<file path="src/slru_pkg.sv">
// Shared constants, codes and controller/datapath command types for the SLRU byte-budget block.
// No dependencies; every other file of the block refers to this package by scoped names.
`timescale 1ns / 1ps

package slru_pkg;

	localparam int ENTRIES_DEF   = 64;
	localparam int TAG_BITS_DEF  = 32;
	localparam int SIZE_BITS_DEF = 24;

	localparam int KEY_W   = 32;
	localparam int BYTES_W = 24;
	localparam int CMD_W   = 3;
	localparam int TOTAL_W = 30;

	localparam logic [TOTAL_W-1:0] TOTAL_MAX = {TOTAL_W{1'b1}};

	localparam logic [CMD_W-1:0] CMD_TOUCH   = 3'd0;
	localparam logic [CMD_W-1:0] CMD_RESTORE = 3'd1;
	localparam logic [CMD_W-1:0] CMD_EVICT   = 3'd2;
	localparam logic [CMD_W-1:0] CMD_REMOVE  = 3'd3;
	localparam logic [CMD_W-1:0] CMD_LOOKUP  = 3'd4;

	// Which slot a load step reads.
	typedef enum logic [1:0] {
		LD_MATCH = 2'd0,
		LD_FREE  = 2'd1,
		LD_EVICT = 2'd2,
		LD_PTAIL = 2'd3
	} ld_sel_t;

	// Which segment an attach step targets.
	typedef enum logic [1:0] {
		SEG_PROB = 2'd0,
		SEG_PROT = 2'd1,
		SEG_REQ  = 2'd2
	} seg_sel_t;

	typedef struct packed {
		logic     start;
		logic     search;
		logic     load;
		ld_sel_t  sel;
		logic     set_hit;
		logic     set_full;
		logic     detach;
		logic     drop;
		logic     cap_evict;
		logic     att_a;
		logic     att_b;
		seg_sel_t seg;
		logic     new_size;
		logic     insert;
		logic     upd_seg;
		logic     lookup;
		logic     out_load;
	} dp_cmd_t;

	typedef struct packed {
		logic [CMD_W-1:0] cmd;
		logic             found;
		logic             free_ok;
		logic             evict_ok;
		logic             demote_go;
		logic             old_prot;
	} dp_stat_t;

endpackage

</file>
<file path="src/slru_ctrl.sv">
// Sequencing state machine of the SLRU block: steps the datapath through search, detach,
// attach and demotion. Depends on slru_pkg for the command and status structs.
`timescale 1ns / 1ps

module slru_ctrl (
	input  logic               clk,
	input  logic               arst_n,
	input  logic               in_valid,
	output logic               in_ready,
	output logic               out_valid,
	input  logic               out_ready,
	input  slru_pkg::dp_stat_t st,
	output slru_pkg::dp_cmd_t  dc
);

	typedef enum logic [9:0] {
		S_IDLE = 10'b0000000001,
		S_CMP  = 10'b0000000010,
		S_DEC  = 10'b0000000100,
		S_DET  = 10'b0000001000,
		S_FLD  = 10'b0000010000,
		S_ATA  = 10'b0000100000,
		S_ATB  = 10'b0001000000,
		S_DCHK = 10'b0010000000,
		S_LKUP = 10'b0100000000,
		S_FIN  = 10'b1000000000
	} state_t;

	state_t state_q, state_d;
	logic   demote_q, demote_d;
	logic   out_valid_q;

	assign out_valid = out_valid_q;
	assign in_ready  = (state_q == S_IDLE);

	always_comb begin
		dc       = '0;
		state_d  = state_q;
		demote_d = demote_q;
		case (state_q)
			S_IDLE: begin
				if (in_valid) begin
					dc.start = 1'b1;
					demote_d = 1'b0;
					state_d  = S_CMP;
				end
			end
			S_CMP: begin
				dc.search = 1'b1;
				state_d   = S_DEC;
			end
			S_DEC: begin
				state_d = S_FIN;
				case (st.cmd)
					slru_pkg::CMD_TOUCH, slru_pkg::CMD_RESTORE: begin
						dc.set_hit = 1'b1;
						if (st.found) begin
							dc.load = 1'b1;
							dc.sel  = slru_pkg::LD_MATCH;
							state_d = S_DET;
						end else if (st.free_ok) begin
							dc.load = 1'b1;
							dc.sel  = slru_pkg::LD_FREE;
							state_d = S_ATA;
						end else begin
							dc.set_full = 1'b1;
						end
					end
					slru_pkg::CMD_EVICT: begin
						if (st.evict_ok) begin
							dc.load = 1'b1;
							dc.sel  = slru_pkg::LD_EVICT;
							state_d = S_DET;
						end
					end
					slru_pkg::CMD_REMOVE: begin
						dc.set_hit = 1'b1;
						if (st.found) begin
							dc.load = 1'b1;
							dc.sel  = slru_pkg::LD_MATCH;
							state_d = S_DET;
						end
					end
					slru_pkg::CMD_LOOKUP: begin
						dc.set_hit = 1'b1;
						if (st.found) begin
							dc.load = 1'b1;
							dc.sel  = slru_pkg::LD_MATCH;
							state_d = S_LKUP;
						end
					end
					default: begin
						state_d = S_FIN;
					end
				endcase
			end
			S_DET: begin
				dc.detach    = 1'b1;
				dc.drop      = !demote_q && (st.cmd != slru_pkg::CMD_TOUCH);
				dc.cap_evict = (st.cmd == slru_pkg::CMD_EVICT);
				if (demote_q || st.cmd == slru_pkg::CMD_TOUCH) begin
					state_d = S_ATA;
				end else if (st.cmd == slru_pkg::CMD_RESTORE) begin
					state_d = S_FLD;
				end else begin
					state_d = S_FIN;
				end
			end
			S_FLD: begin
				if (st.free_ok) begin
					dc.load = 1'b1;
					dc.sel  = slru_pkg::LD_FREE;
					state_d = S_ATA;
				end else begin
					dc.set_full = 1'b1;
					state_d     = S_FIN;
				end
			end
			S_ATA: begin
				dc.att_a = 1'b1;
				if (demote_q) begin
					dc.seg = slru_pkg::SEG_PROB;
				end else if (st.cmd == slru_pkg::CMD_TOUCH) begin
					dc.new_size = 1'b1;
					dc.insert   = !st.found;
					dc.seg      = st.found ? slru_pkg::SEG_PROT : slru_pkg::SEG_PROB;
				end else begin
					dc.new_size = 1'b1;
					dc.insert   = 1'b1;
					dc.upd_seg  = 1'b1;
					dc.seg      = slru_pkg::SEG_REQ;
				end
				state_d = S_ATB;
			end
			S_ATB: begin
				dc.att_b = 1'b1;
				if (st.cmd == slru_pkg::CMD_TOUCH && st.found && (demote_q || !st.old_prot)) begin
					state_d = S_DCHK;
				end else begin
					state_d = S_FIN;
				end
			end
			S_DCHK: begin
				if (st.demote_go) begin
					dc.load  = 1'b1;
					dc.sel   = slru_pkg::LD_PTAIL;
					demote_d = 1'b1;
					state_d  = S_DET;
				end else begin
					state_d = S_FIN;
				end
			end
			S_LKUP: begin
				dc.lookup = 1'b1;
				state_d   = S_FIN;
			end
			S_FIN: begin
				if (!out_valid_q || out_ready) begin
					dc.out_load = 1'b1;
					state_d     = S_IDLE;
				end
			end
			default: begin
				state_d = S_IDLE;
			end
		endcase
	end

	always_ff @(posedge clk or negedge arst_n) begin
		if (!arst_n) begin
			state_q     <= S_IDLE;
			demote_q    <= 1'b0;
			out_valid_q <= 1'b0;
		end else begin
			state_q  <= state_d;
			demote_q <= demote_d;
			if (dc.out_load) begin
				out_valid_q <= 1'b1;
			end else if (out_ready) begin
				out_valid_q <= 1'b0;
			end
		end
	end

endmodule

</file>
<file path="config.mk">
export PLATFORM = sky130hd
export DESIGN_NAME = slru_ctrl
export DESIGN_NICKNAME = d
export VERILOG_FILES = /design/src/slru_pkg.sv /design/src/slru_ctrl.sv
export SDC_FILE = /design/constraint.sdc
export NUM_CORES = 1
export LEC_CHECK = 0
export BUFFER_PORTS_ARGS = -buffer_cell sky130_fd_sc_hd__buf_2
export CORE_UTILIZATION = 53
export CTS_BUF_LIST = sky130_fd_sc_hd__clkbuf_4
export DETAILED_ROUTE_END_ITERATION = 8
export PLACE_DENSITY = 0.85
export SLEW_MARGIN = 20
export SYNTH_ARGS = -nofsm -noshare
export SYNTH_HDL_FRONTEND = slang
export SYNTH_SLANG_ARGS = --single-unit
</file>
<file path="constraint.sdc">
create_clock -name clk -period 3.55 [get_ports clk]
set_input_delay 0.1775 -clock clk [delete_from_list [all_inputs] [get_ports clk]]
set_output_delay 0.1775 -clock clk [all_outputs]
set_load 0.01 [all_outputs]
</file>
; Yosys cells after proc, flatten, opt, wreduce, memory -nomap -nowiden
; Cells that the tools add are included.
; W data, S select, Z words.
[totals]
reg_bits = 12
latch_bits = 0
ramBits = 0
rom_bits = 0
input_bits = 12
out_inout_bits = 21
word_cells = 85
memories = 0
[classes]
add_sub_neg = 0
mul = 0
div = 0
order_cmp = 0
eq_ne = 17
shift = 0
n_mux = 46
bitwise_logic = 0
n_reduce_logical = 19
[ops]
columns = operator, n
row1 = $mux W10, 11
row2 = $pmux W10 S10, 1
row3 = $pmux W10 S4, 1
row4 = $mux W3, 7
row5 = $mux W1, 19
row6 = $pmux W3 S3, 2
row7 = $eq A10 B1 Y1 const B, 1
row8 = $eq A10 B10 Y1 const B, 1
row9 = $eq A10 B2 Y1 const B, 1
row10 = $eq A10 B3 Y1 const B, 1
row11 = $eq A10 B4 Y1 const B, 1
row12 = $eq A10 B5 Y1 const B, 1
row13 = $eq A10 B6 Y1 const B, 1
row14 = $eq A10 B7 Y1 const B, 1
row15 = $eq A10 B8 Y1 const B, 1
row16 = $eq A10 B9 Y1 const B, 1
row17 = $eq A3 B2 Y1 const B, 2
row18 = $ne A2 B2 Y1 const B, 3
row19 = $mux W5, 1
row20 = $logic_not A1 Y1, 4
row21 = $mux W4, 1
row22 = $pmux W1 S2, 2
row23 = $reduce_bool A2 Y1, 2
row24 = $reduce_or A2 Y1, 2
row25 = other kinds (10), 14

; Logic depth before layout (Yosys ltp)
; Gate-level depths: netlist (run 1).
[logic_depth]
depth_word = 5
mapped_depth = 7
mapped_depth_nobuf = 4

; Worst setup path after synthesis (run 1)
; No wires, ideal clock.
[synth_timing]
kind = flip-flop to output port
from = reg state_q[2]
to = out dc[6] in the netlist's numbering
t_arrival_ns = 2.035
required_time_ns = 3.372
path_slack_ns = 1.338
stages_incl_launch_ff = 7
path_buffers = 2
path_cell_list = dfrtp_1 -> or4_1 -> clkbuf_1 -> nor3b_1 -> nand2_1 -> nor2_1 -> buf_4
[synth_lines]
columns = item, line
row1 = start: declaration, slru_ctrl.sv:29  ; state_t state_q, state_d;
row2 = start signal: assignment, slru_ctrl.sv:175  ; state_q <= state_d;
row3 = end: declaration, slru_ctrl.sv:13  ; output slru_pkg::dp_cmd_t dc

==> results of run 1 <==
-- timing repair --
action,CTS,global route
hold buffers,1,0
hold endpoints to repair,11,0
gates resized for setup,0,0
-- flip-flops by register name (all words and copies together) (netlist names) --
signal	count
state_q	10
out_valid	1
demote_q	1
-- final timing paths --
path / endpoint / slack (ns) / startpoint / cells after the start
max: dc[16] / 0.95 / state_q[2] / 5
min: out_valid / 0.1 / out_ready / 2
max reg2reg: state_q[0] / 1.37 / state_q[2] / 4
min reg2reg: out_valid / 0.56 / out_valid / 2
max in group asynchronous: state_q[0] / 2.98 / arst_n / 2
min in group asynchronous: state_q[5] / 0.29 / arst_n / 2
-- kinds of logic (layout without fill, tap and decap cells) --
kind of cell / count (synthesis) / in the layout
AOI/OAI and AO/OA: 21 / 21
xor gates and xnor gates: 2 / 2
buffers and inverters: 16 / 44
DFF: 12 / 12
and+or+nand+nor: 65 / 65
-- power breakdown --
part | total, mW | switching [mW] | internal, mW | leakage, nW
Clock | 0.0941 | 0.0531 | 0.0410 | 0.0154
Combinational | 0.177 | 0.0939 | 0.0831 | 0.384
Sequential | 0.182 | 0.0241 | 0.158 | 0.163
-- routing by layer --
metal / up-vias / global-route usage, % / routed length (um)
met5: - / 0 / 0
met4: 0 / 15.2 / 63
met3: 7 / 6.53 / 110
met2: 39 / 43.2 / 1170
met1: 475 / 33.2 / 1020
li1: 484 / - / -
-- cells in the final DEF (no fill, tap or decap), types with 2 or more instances in the layout --
| cell type | Yosys | final |
|---|---|---|
| nand2b_1 | 7 | 7 |
| nor4_1 | 6 | 6 |
| clkbuf_4 | 0 | 3 |
| a21boi_0 | 2 | 2 |
| xnor2_1 | 2 | 2 |
| or4_1 | 2 | 2 |
| nor2_1 | 8 | 8 |
| or4b_2 | 2 | 2 |
| inv_1 | 7 | 7 |
| nor4b_1 | 4 | 4 |
| nor4_2 | 2 | 2 |
| and3_1 | 2 | 2 |
| or2_2 | 3 | 3 |
| nor3_1 | 4 | 4 |
| o21ai_0 | 6 | 6 |
| o31ai_1 | 2 | 2 |
| nor3b_1 | 4 | 4 |
| buf_2 | 1 | 32 |
| or3_1 | 4 | 4 |
| nor4bb_1 | 2 | 2 |
| o211ai_1 | 2 | 2 |
| dfrtp_1 | 11 | 11 |
| and2_1 | 2 | 2 |
| a21oi_1 | 5 | 5 |
| nand2_1 | 6 | 6 |
-- critical path, cell delays in order (launching register included) --
cell and delay [ns]:
dfrtp_1 0.40, or4_1 0.72, nor4b_1 0.51, nand2_1 0.23, o211ai_1 0.13, buf_2 0.15
-- metrics by stage --
stage          instances  worst slack (ns)  utilization [%]  area [um2]  hold slack, ns
5_1_grt              169             0.827             66.3        1130           0.116
3_5_place_dp         164              1.29             64.2        1100          0.0751
4_1_cts              169             0.970             66.3        1130           0.101
2_1_floorplan        116              1.34                -         958          -0.118
6_report             169             0.947             66.3        1130          0.0975
3_3_place_gp         164              1.44             64.2        1100          0.0681
-- cell type report --
class | instances | area share, %
sequential | 12 | 26.6
clock buffer | 3 | 1.99
clock inverter | 1 | 0.331
timing repair buffer | 33 | 15.0
multi-input combinational | 88 | 50.9
tap | 25 | 2.76
inverter | 7 | 2.32
==> impl_metrics.json, run 1 <==
{
  "synthDominantCellAreaShare_pct": 28.7,
  "fp.dieArea_um2": 1980,
  "hold_path_class": "input port to flop",
  "ant_nets": 0,
  "yosys.area_share.simple_pct": 44.4,
  "slew-limit-headroom_pct": 50.6,
  "diodes": 0,
  "grt_first_pass_wirelength_mm": 3.82,
  "timing.critical_path.to_type": "output port",
  "rsz0062_at_grt": "false",
  "power.static_leakage_nw": 0.562,
  "finalSetupViolCount": 0,
  "finalNetCount": 157,
  "track_usage_pct": 27.0,
  "max_freq_mhz": 384,
  "layout_min_cycle_time_ns": 2.60,
  "routedWlPerCell_um": 14.0,
  "area_taken_by_multi_input_logic_gates_um2": 577,
  "final_min_period_over_clock_period_pct": 73.3,
  "synth.lib_cells_used.distinct": 39,
  "drt_pass1_iterations": 5,
  "maxSlewViolCount": 0,
  "synth-async-reset-ratio_pct": 100,
  "dp_hpwl_mm": 1.78,
  "insertion_delay_ns": 0.29,
  "critPathMaxFanout": 10,
  "flip_flop_cell_with_the_highest_count_after_synthesis": "dfrtp_1",
  "filler_cell_count": 137,
  "drive_gt1_share_pct": 31.3,
  "fin_skew_ns": 0.00105,
  "critical_path_class": "flop to output port",
  "avgSynthCellArea_um2": 8.26,
  "route.detailed.vias_per_inst": 5.95,
  "layout.area.seq_um2": 302,
  "synth-xor-area-share_pct": 1.83,
  "total_power_mw": 0.453,
  "yosys_warnings": 0,
  "antenna_found_initial": 0,
  "synth_adder_area_share_pct": 0,
  "clk_root_buffer_cell": "clkbuf_4",
  "post_synth_instance_area_um2": 958,
  "netlist_top_cells_area": "dfrtp_1 29%, nand2b_1 4.6%, nor4_1 3.9%, nor4b_1 3.7%, o21ai_0 3.1%",
  "floorplan.die.height_um": 44.5,
  "synth_top_family_by_area": "simple AND/OR/NAND/NOR gates",
  "synth.mux.area_fraction_pct": 0,
  "die_x_um": 44.5,
  "hold_violations": 0,
  "synthToLayoutAreaGrowth_pct": 18.1,
  "timing_worst_slew_pin_value_ns": 0.722,
  "number_of_sinks_handled_by_clock_tree_synthesis": 12,
  "std_cell_rows": 15,
  "worstSetupStartpointType": "flop",
  "ctsLongestPathBuffers": 2,
  "result_of_the_run": "completed",
  "leading_cell_type_by_number_of_instances_after_synthesis": "dfrtp_1",
  "setup-tns-final_ns": 0,
  "number_of_nets_produced_by_synthesis": 128,
  "ioPinCount": 33,
  "syn_inst": 116,
  "gp_routability_congestion": 0.832,
  "power_per_cell_area_nw_per_um2": 400,
  "cts_inserted_buffers": 3,
  "synth_edf_count": 0,
  "detailedRoute.firstIterationViolations": 29,
  "cts_tree": "done",
  "pin_count_of_the_biggest_net_entering_global_routing": 13,
  "seq_area_frac_synth_pct": 31.5,
  "fp.coreArea_um2": 1710,
  "yosysTopAreaCell": "dfrtp_1",
  "grt_overflow_total": 0,
  "initial_utilization_pct": 56.1,
  "drt_drc_violations_left": 0,
  "cap_violations": 0,
  "required_ns": 3.37,
  "cts_max_level": 1,
  "worstPathArrival_ns": 2.43,
  "routed_wirelength_mm": 2.36,
  "ys_top_cells_by_count": "11 x dfrtp_1, 8 x nor2_1, 7 x inv_1, 7 x nand2b_1",
  "synth_compound_area_share_pct": 14.0,
  "clkSlewWorstSetupHoldPaths_ns": 0.08,
  "io_buffer_count": 32,
  "grt_pass1_vias": 851,
  "cts_post_setup_buffers_inserted": 0,
  "synth_seq_cells": 12,
  "vdd_ir_drop_max_uv": 248,
  "vias": 1005
}
Power figures use the tool's default switching activity.
==> run 2: changes to the inputs <==
CORE_UTILIZATION = 46   (was 53)
PLACE_DENSITY = 0.78   (was 0.85)
clock period = 2.25 ns   (was 3.55 ns; I/O delays follow)
==> run 2 against run 1 <==
First-iteration DRC count decreased by 34%; total power rose by 71%; sequential share of layout area down 2.6 points; clock power rose by 41%.
==> impl_metrics.json, run 2 (synthesis gave the netlist of run 1 again) <==
{
  "result_of_the_run": "completed",
  "power.static_leakage_nw": 0.618,
  "top_register_by_number_of_flip_flops": "state_q",
  "drive_gt1_share_pct": 43.8,
  "highest_count_cells_in_the_layout_ignoring_fill_and_taps": "32 x buf_2, 9 x dfrtp_1, 8 x nor2_1, 8 x buf_4",
  "fin_skew_ns": 0.00365,
  "commonest_non_fill_non_tap_cell_in_the_layout": "buf_2",
  "vdd_ir_drop_max_uv": 380,
  "postLayoutSetupSlackWorst_ns": 0.0537,
  "clkSlewWorstSetupHoldPaths_ns": 0.08,
  "hold_path_class": "input port to flop",
  "final_min_period_over_clock_period_pct": 97.6,
  "critical_path_class": "flop to output port",
  "r2r-end": "state_q[0]",
  "io_buffer_count": 32,
  "min_from": "out_ready",
  "worst_r2r_startpoint": "state_q[1]",
  "routed_wirelength_mm": 2.65,
  "cts_tree": "done",
  "maxSlewViolCount": 0,
  "hold_path_depth": 2,
  "synthToLayoutAreaGrowth_pct": 32.1,
  "clk_root_buffer_cell": "clkbuf_4",
  "track_usage_pct": 23.2,
  "fp.coreArea_um2": 1960,
  "gp_routability_congestion": 0.832,
  "final_area_um2": 1270,
  "detailedRoute.firstIterationViolations": 19,
  "place_ws_ns": 0.157,
  "power_per_cell_area_nw_per_um2": 613,
  "std_cell_rows": 16,
  "end_point_of_the_most_critical_hold_path": "out_valid",
  "r2r_slack_ns": 0.18,
  "r2r_cells": 5,
  "total_power_mw": 0.776,
  "ant_nets": 0,
  "route.detailed.vias_per_inst": 5.89,
  "finalSetupViolCount": 0,
  "slew-limit-headroom_pct": 56.0,
  "antenna_found_initial": 0,
  "post_dp_cell_area_um2": 1120,
  "worstPathArrival_ns": 2.08,
  "drt_pass1_iterations": 4,
  "number_of_sinks_handled_by_clock_tree_synthesis": 12,
  "vias": 1060,
  "floorplan.die.height_um": 47.6,
  "die_x_um": 47.6,
  "finalNetCount": 166,
  "ctsLongestPathBuffers": 2,
  "routedWlPerCell_um": 14.7,
  "grt_pass1_vias": 824,
  "ioPinCount": 33,
  "grt_overflow_total": 0,
  "cap_violations": 0,
  "drt_drc_violations_left": 0,
  "initial_utilization_pct": 48.9,
  "timing.critical_path.to_type": "output port",
  "diodes": 0,
  "rsz0062_at_grt": "true",
  "cts_inserted_buffers": 3,
  "hold_ws_ns": 0.0668,
  "required_ns": 2.14,
  "fp.dieArea_um2": 2270,
  "layout_min_cycle_time_ns": 2.20,
  "finish.cell_count_without_fillers": 180,
  "pin_count_of_the_biggest_net_entering_global_routing": 13,
  "hold_violations": 0,
  "post-place-cells": 169,
  "insertion_delay_ns": 0.27,
  "worstSetupStartpointType": "flop",
  "cts_max_level": 1,
  "critPathMaxFanout": 6,
  "dp_hpwl_mm": 1.80,
  "max_freq_mhz": 455,
  "timing_worst_slew_pin_value_ns": 0.650,
  "grt_first_pass_wirelength_mm": 3.66,
  "largest_register_ffs": 10
}
[run 2: cell types whose count changed in the layout (fill, tap and decap cells not counted), sizes merged]
cell  before  now
buf       32   40
or4        3    4
[run 2: metal layers]
layer	GRT usage [%]	up-vias	share of wire [%]
met5	0	-	0
met4	12.2	0	2.4
met3	3.02	8	5.1
met2	37.0	54	48
met1	30.6	495	44
li1	-	503	-
[run 2: power by group]
group          switching, mW  internal [mW]
sequential            0.0455          0.250
clock                 0.0689         0.0640
combinational          0.176          0.171
[run 2: metrics by stage]
| step | setup TNS [ns] | utilization (%) |
|---|---|---|
| floorplan | 0 | - |
| global placement | 0 | 57.1 |
| detailed placement | 0 | 57.1 |
| CTS | 0 | 60.5 |
| global route | -0.221 | 64.5 |
| finish | 0 | 64.5 |
[run 2: cell type report]
type / instances / area, um2
well taps: 27 / 33.8
fillers: 176 / 696
clock inverters: 1 / 3.75
multi-input cells: 89 / 646
repair buffers: 41 / 230
inverters: 7 / 26.3
clock buffers: 3 / 22.5
flip-flops and latches: 12 / 304
[run 2: timing repair]
action | 4_1_cts | 5_1_grt
setup buffers | 0 | 5
cloned | 0 | 1
endpoints found under the hold margin | 12 | 0
endpoints found under the setup margin | 9 | 10
pin swaps | 0 | 4
hold buffers | 1 | 0
resized for setup | 6 | 9
[run 2: critical path, stage by stage (launching register included)]
cell and delay [ns]:
dfrtp_2 0.45, or4_4 0.60, nor4b_2 0.37, nand2_2 0.15, o211ai_1 0.10, buf_2 0.15
[run 2: worst max path at each step]
stage | from | to | cells past startpoint
global route | state_q[4] | dc[2] | 6
global placement | state_q[2] | dc[16] | 5
floorplan | state_q[2] | dc[6] | 6
detailed placement | state_q[2] | dc[16] | 5
CTS | state_q[2] | dc[10] | 4
finish | state_q[1] | dc[16] | 5
